### src/rtl/core/pnr_pkg.sv
// ---------------------------------------------------------------------------
// pnr_pkg: shared types, constants and helpers
// Fixed widths, op and register codes, sequencer states and the saturating
// and rounding arithmetic of the polyphase NCO resampler.
// ---------------------------------------------------------------------------
package pnr_pkg;

  localparam int MAX_TAPS    = 32;
  localparam int TAP_W       = 5;
  localparam int BR_W        = 6;
  localparam int COEF_AW     = BR_W + TAP_W;
  localparam int COEF_DEPTH  = 2048;
  localparam int SAMPLE_BITS = 16;
  localparam int ACC_BITS    = 40;
  localparam int PROD_BITS   = 32;
  localparam int GAIN_BITS   = 16;
  localparam int GPROD_BITS  = 57;
  localparam int CNT_W       = 6;
  localparam int RND_W       = 26;
  localparam int MAX_PBITS   = 6;

  localparam logic [31:0] MIN_INTERP_INC = 32'h0400_0000;

  typedef logic signed [SAMPLE_BITS-1:0] sample_t;
  typedef logic signed [ACC_BITS-1:0]    acc_t;
  typedef logic signed [PROD_BITS-1:0]   prod_t;
  typedef logic signed [GPROD_BITS-1:0]  gprod_t;

  typedef enum logic [1:0] {
    OP_SAMPLE = 2'd0,
    OP_COEF   = 2'd1,
    OP_CLEAR  = 2'd2,
    OP_NONE   = 2'd3
  } op_t;

  typedef enum logic [2:0] {
    CFG_INTERP_MODE = 3'd0,
    CFG_PHASE_INC   = 3'd1,
    CFG_PHASE_BITS  = 3'd2,
    CFG_TAPS        = 3'd3,
    CFG_DECIM_GAIN  = 3'd4
  } cfg_idx_t;

  typedef enum logic [2:0] {
    ST_IDLE,
    ST_WALK,
    ST_POST,
    ST_DUMP,
    ST_GAIN,
    ST_EMIT
  } state_t;

  function automatic acc_t sat_add(acc_t a, acc_t b);
    logic signed [ACC_BITS:0] s;
    s = {a[ACC_BITS-1], a} + {b[ACC_BITS-1], b};
    if (s[ACC_BITS] != s[ACC_BITS-1]) begin
      sat_add = s[ACC_BITS] ? {1'b1, {(ACC_BITS-1){1'b0}}} : {1'b0, {(ACC_BITS-1){1'b1}}};
    end else begin
      sat_add = s[ACC_BITS-1:0];
    end
  endfunction

  function automatic sample_t sat_sample(logic signed [RND_W-1:0] v);
    if (v > $signed(RND_W'(32767))) begin
      sat_sample = 16'sh7fff;
    end else if (v < -$signed(RND_W'(32768))) begin
      sat_sample = 16'sh8000;
    end else begin
      sat_sample = v[SAMPLE_BITS-1:0];
    end
  endfunction

  // round half up, then >>15
  function automatic sample_t round_acc(acc_t a);
    logic signed [ACC_BITS:0] t;
    t = {a[ACC_BITS-1], a} + (ACC_BITS+1)'(16384);
    round_acc = sat_sample(t[ACC_BITS:15]);
  endfunction

  // round half up, then >>31
  function automatic sample_t round_gain(gprod_t g);
    gprod_t t;
    t = g + GPROD_BITS'(64'h4000_0000);
    round_gain = sat_sample(t[GPROD_BITS-1:31]);
  endfunction

  function automatic logic [BR_W-1:0] branch_of(logic [31:0] ph, logic [2:0] bits);
    logic [2:0] b;
    b = (bits > 3'(MAX_PBITS)) ? 3'(MAX_PBITS) : bits;
    branch_of = ph[31:32-BR_W] >> (3'(MAX_PBITS) - b);
  endfunction

  function automatic logic [CNT_W-1:0] taps_now(logic [CNT_W-1:0] t);
    if (t == '0) begin
      taps_now = CNT_W'(1);
    end else if (t > CNT_W'(MAX_TAPS)) begin
      taps_now = CNT_W'(MAX_TAPS);
    end else begin
      taps_now = t;
    end
  endfunction

endpackage

### src/rtl/core/pnr_mac.sv
// ---------------------------------------------------------------------------
// pnr_mac: shared complex multiply-accumulate
// Registered I/Q products, then a saturating add onto a selected addend.
// ---------------------------------------------------------------------------
module pnr_mac (
  input  logic             clk,
  input  logic             en,
  input  pnr_pkg::sample_t coef,
  input  pnr_pkg::sample_t x_i,
  input  pnr_pkg::sample_t x_q,
  input  pnr_pkg::acc_t    add_i,
  input  pnr_pkg::acc_t    add_q,
  output pnr_pkg::acc_t    sum_i,
  output pnr_pkg::acc_t    sum_q
);

  pnr_pkg::prod_t prod_i_r;
  pnr_pkg::prod_t prod_q_r;

  always_ff @(posedge clk) begin
    if (en) begin
      prod_i_r <= x_i * coef;
      prod_q_r <= x_q * coef;
    end
  end

  assign sum_i = pnr_pkg::sat_add(add_i, pnr_pkg::ACC_BITS'(prod_i_r));
  assign sum_q = pnr_pkg::sat_add(add_q, pnr_pkg::ACC_BITS'(prod_q_r));

endmodule

### config.mk
export PLATFORM = sky130hd
export DESIGN_NAME = pnr_mac
export DESIGN_NICKNAME = d
export VERILOG_FILES = /design/src/rtl/core/pnr_pkg.sv /design/src/rtl/core/pnr_mac.sv
export SDC_FILE = /design/constraint.sdc
export NUM_CORES = 2
export LEC_CHECK = 0
export BUFFER_PORTS_ARGS = -buffer_cell sky130_fd_sc_hd__buf_2
export CAP_MARGIN = 10
export CORE_MARGIN = 3
export CORE_UTILIZATION = 55
export CTS_CLUSTER_SIZE = 20
export DETAILED_ROUTE_END_ITERATION = 16
export PLACE_DENSITY = 0.82
export SLEW_MARGIN = 10
export SYNTH_ARGS = -nofsm -noshare
export SYNTH_HDL_FRONTEND = slang
export SYNTH_SLANG_ARGS = --single-unit
### constraint.sdc
create_clock -name clk -period 7.3 [get_ports clk]
set_input_delay 0.365 -clock clk [delete_from_list [all_inputs] [get_ports clk]]
set_output_delay 0.365 -clock clk [all_outputs]
set_load 0.005 [all_outputs]
==> results by stage <==
Outcome:
- The flow ran to the end, and the final reports show no timing, DRC or antenna violations.

Worst setup path:
- The critical path startpoint category is an input port.
- Along the worst path, the maximum fanout reaches 32.
- At the worst endpoint, the arrival time is 6.75 ns.
- The critical path class is input port to flip-flop.
- At the worst endpoint, the required time is 7.38 ns.
- The critical path ends at prod_i_r[31].
- The endpoint kind of the worst setup timing path is a flip-flop.
- In this run the worst setup path begins at coef[3].

Yosys:
- The post-synthesis instance area is 26500 um2.
- For this run, the register share of the synthesized area comes to 0.0724.
- The number of warnings reported in the yosys synthesis log is 0.
- Synthesis inferred 64 register bits.
- The count of distinct cell types in the synthesized netlist is 76.
- The commonest register cell after synthesis is sky130_fd_sc_hd__edfxtp_1.
- The number of nets in the synthesized netlist is 3867.
- The most area-hungry cell type in the Yosys netlist is sky130_fd_sc_hd__fa_1.
- The average cell area after synthesis is 8.95 um2.
- After synthesis, the cell types taking the most area are sky130_fd_sc_hd__fa_1 40%, sky130_fd_sc_hd__ha_1 11%, sky130_fd_sc_hd__inv_1 8.5%, sky130_fd_sc_hd__edfxtp_1 7.2%, sky130_fd_sc_hd__and2_1 6.0%.
- Synthesis produced a netlist whose cell count is 2967.
- Of the post-synthesis cell area, the dominant cell type holds 0.397.
- Of all flip-flops after synthesis, the portion carrying an async set or reset was 0.
- The cell with the most instances after synthesis is sky130_fd_sc_hd__inv_1.
- The number of enable-type register cells in the synthesized netlist is 64.
- Counting instances in the post-synthesis netlist gives the leading cell types as 599 x sky130_fd_sc_hd__inv_1, 526 x sky130_fd_sc_hd__fa_1, 305 x sky130_fd_sc_hd__nand2_1.

Route:
- The highest layer used for signal routing is met5.
- The wire length on met3 is 4680 um.
- The count of nets left with antenna violations once routing finished came out at 0.
- The detailed router put a total of 26300 um of wire on met1.
- The total vias in the final route is 20800.
- In the detailed route, the total length drawn on met2 is 30600 um.
- In this run, the number of DRC markers left after iteration 0 of detailed routing was 1485.
- For this run, design rule violations remaining after detail routing come to 0.
- The first TritonRoute pass finished after 6 iterations.
- Using the TritonRoute via totals, the vias-per-cell ratio works out to 5.62.
- The wire length reported by the detailed router is 63000 um.
- The routed length per instance is 17.0 um.

Clocking:
- Counting every sink on the clock net gives 64.
- The number of gates resized after CTS was 0.
- After clock tree synthesis, the clock-pin slew on the worst setup and hold paths is 0.06 ns.
- The number of CTS-inserted buffers is 9.
- The maximum level of the CTS H-tree is 3.
- The root buffer cell chosen for the clock tree is sky130_fd_sc_hd__clkbuf_16.
- The clock passes through at most 2 buffers.
- The clock tree from TritonCTS is yes.
- After clock tree synthesis, the flow added hold-fix buffers numbering 0.
- The total setup buffers inserted after CTS is 0.

Global routing:
- The pin count of the biggest net entering global routing is 65.
- The via count of the first global-routing pass was 21500.
- The initial antenna violation count is 3.
- The first global-routing pass estimated 105000 um of wire.
- Across every metal layer, demand over resource in global routing totals 0.254.
- After global routing the overflow that remains totals 0.

Timing:
- For this run, the top clock speed supported by timing is 150 MHz.
- Headroom to the max-slew limit came out at 0.396.
- The number of endpoints with negative hold slack in the final report is 0.
- Setup violations remaining at the end of the flow were counted as 0.
- The number of max-slew violations in the final report is 0.
- The slew of the pin with the lowest slew margin is 0.894 ns.
- The accumulated negative setup slack is 0 ns.
- Setup repair after global routing left no endpoint under its margin.
- Dividing the final minimum period by the clock period gives 0.913.
- The final period demand of the worst path is 6.66 ns.

Placement:
- The HPWL after detailed placement is 52500 um.
- The final weighted congestion in routability-driven placement is 0.925.
- During placement, the flow inserted port buffers numbering 209.

Min path:
- The path class of the tightest hold or removal check is input port to flip-flop.

Floorplan:
- The initial standard-cell utilization of the core is 0.563.
- The initialized floorplan defines 79 standard-cell rows.
- The die span in y is 226 um.
- The number of primary I/O pins is 210.
- The standard cell core area is 47100 um2.
- The floorplan step defined a die boundary enclosing 50900 um2.
- The chip width is 226 um.

Run:
- The tool flagged a number of max-cap violations equal to 0.

Final layout:
- The ratio of cells with drive above 1 in the final layout is 0.0879.
- The synthesis-to-layout area growth is 6.84%.
- The net count of the finished layout is 3989.
- Counting the fill cells in the layout gives 3896.
-- worst max-delay path, stage by stage --
cell	delay (ns)
sky130_fd_sc_hd__buf_2	0.55
sky130_fd_sc_hd__and2_1	0.25
sky130_fd_sc_hd__fa_1	0.55
sky130_fd_sc_hd__fa_1	0.90
sky130_fd_sc_hd__fa_1	0.53
sky130_fd_sc_hd__fa_1	0.51
sky130_fd_sc_hd__fa_1	0.49
sky130_fd_sc_hd__inv_1	0.05
sky130_fd_sc_hd__fa_1	0.47
sky130_fd_sc_hd__inv_1	0.05
sky130_fd_sc_hd__ha_1	0.38
sky130_fd_sc_hd__a21o_1	0.17
sky130_fd_sc_hd__a21o_1	0.14
sky130_fd_sc_hd__a21oi_1	0.09
sky130_fd_sc_hd__nor3b_1	0.16
sky130_fd_sc_hd__a2111oi_0	0.52
sky130_fd_sc_hd__buf_4	0.22
sky130_fd_sc_hd__nand3_1	0.08
sky130_fd_sc_hd__nand2_1	0.07
sky130_fd_sc_hd__a21oi_1	0.08
sky130_fd_sc_hd__xnor2_1	0.12
-- how the worst min path moves through the flow --
stage	from	endpoint	slack, ns	depth (start not counted)
6_report	x_q[0]	prod_q_r[0]	0.57	2
5_1_grt	x_i[0]	prod_i_r[0]	0.58	2
4_1_cts	x_q[0]	prod_q_r[0]	0.55	2
3_5_place_dp	x_q[0]	prod_q_r[0]	0.93	2
3_3_place_gp	x_q[0]	prod_q_r[0]	0.91	2
2_1_floorplan	en	prod_i_r[0]	0.48	0
-- logic make-up after synthesis --
| family | Yosys count | synth area share |
|---|---|---|
| and+or+nand+nor | 827 | 0.156 |
| adders and majority gates | 776 | 0.514 |
| buffers and inverters | 716 | 0.103 |
| AOI/OAI and AO/OA | 446 | 0.108 |
| xor gates and xnor gates | 135 | 0.0452 |
| DFF | 64 | 0.0724 |
| muxes | 3 | 0.00127 |
-- metrics by stage --
| stage | std cells | worst slack, ns | instance area, um2 | hold WS [ns] | util |
|---|---|---|---|---|---|
| 2_1_floorplan | 2967 | 1.01 | 26500 | 0.477 | - |
| 3_3_place_gp | 3685 | 0.613 | 28000 | 0.914 | 0.594 |
| 3_5_place_dp | 3685 | 0.377 | 28000 | 0.926 | 0.594 |
| 4_1_cts | 3701 | 0.716 | 28400 | 0.553 | 0.601 |
| 5_1_grt | 3703 | 0.244 | 28400 | 0.579 | 0.602 |
| 6_report | 3703 | 0.636 | 28400 | 0.566 | 0.602 |
-- metal layers --
layer / vias up / global-route usage
met5: - / 0
met4: 2 / 0.0672
met3: 124 / 0.0437
met2: 813 / 0.423
met1: 10300 / 0.348
li1: 9534 / -
-- cell usage in the layout, fill, tap and decap left out, types with 7 or more instances in the layout --
| master | n |
|---|---|
| sky130_fd_sc_hd__inv_1 | 599 |
| sky130_fd_sc_hd__fa_1 | 526 |
| sky130_fd_sc_hd__nand2_1 | 305 |
| sky130_fd_sc_hd__and2_1 | 256 |
| sky130_fd_sc_hd__ha_1 | 244 |
| sky130_fd_sc_hd__buf_2 | 209 |
| sky130_fd_sc_hd__a21oi_1 | 140 |
| sky130_fd_sc_hd__nor2_1 | 104 |
| sky130_fd_sc_hd__xnor2_1 | 100 |
| sky130_fd_sc_hd__o21ai_0 | 83 |
| sky130_fd_sc_hd__a21o_1 | 65 |
| sky130_fd_sc_hd__edfxtp_1 | 64 |
| sky130_fd_sc_hd__xor2_1 | 34 |
| sky130_fd_sc_hd__nand3_1 | 31 |
| sky130_fd_sc_hd__nand2b_1 | 29 |
| sky130_fd_sc_hd__nor2b_1 | 24 |
| sky130_fd_sc_hd__o21ai_1 | 20 |
| sky130_fd_sc_hd__nor3_1 | 18 |
| sky130_fd_sc_hd__o21bai_1 | 18 |
| sky130_fd_sc_hd__o21a_1 | 17 |
| sky130_fd_sc_hd__nand4_1 | 16 |
| sky130_fd_sc_hd__buf_4 | 16 |
| sky130_fd_sc_hd__a211oi_1 | 14 |
| sky130_fd_sc_hd__and3_1 | 13 |
| sky130_fd_sc_hd__a31oi_1 | 9 |
| sky130_fd_sc_hd__o211ai_1 | 9 |
| sky130_fd_sc_hd__clkbuf_16 | 9 |
| sky130_fd_sc_hd__a221oi_1 | 7 |
-- sequential cells by signal, indices dropped and copies added (netlist names) --
| register | count |
|---|---|
| prod_i_r | 32 |
| prod_q_r | 32 |
-- area by class of cell --
cell class,count,area (um2),area share
Clock buffer,9,225,0.00794
Clock inverter,7,110,0.00388
Tap cell,607,759,0.0268
Timing Repair Buffer,227,1210,0.0425
Antenna cell,2,5.00,0.000176
Sequential cell,64,1920,0.0678
Multi-Input combinational cell,2187,21900,0.772
Inverter,600,2250,0.0794
Power is left out: the tool's default activity adds up to more than one toggle a clock period on the data nets, which glitch-free logic cannot reach.
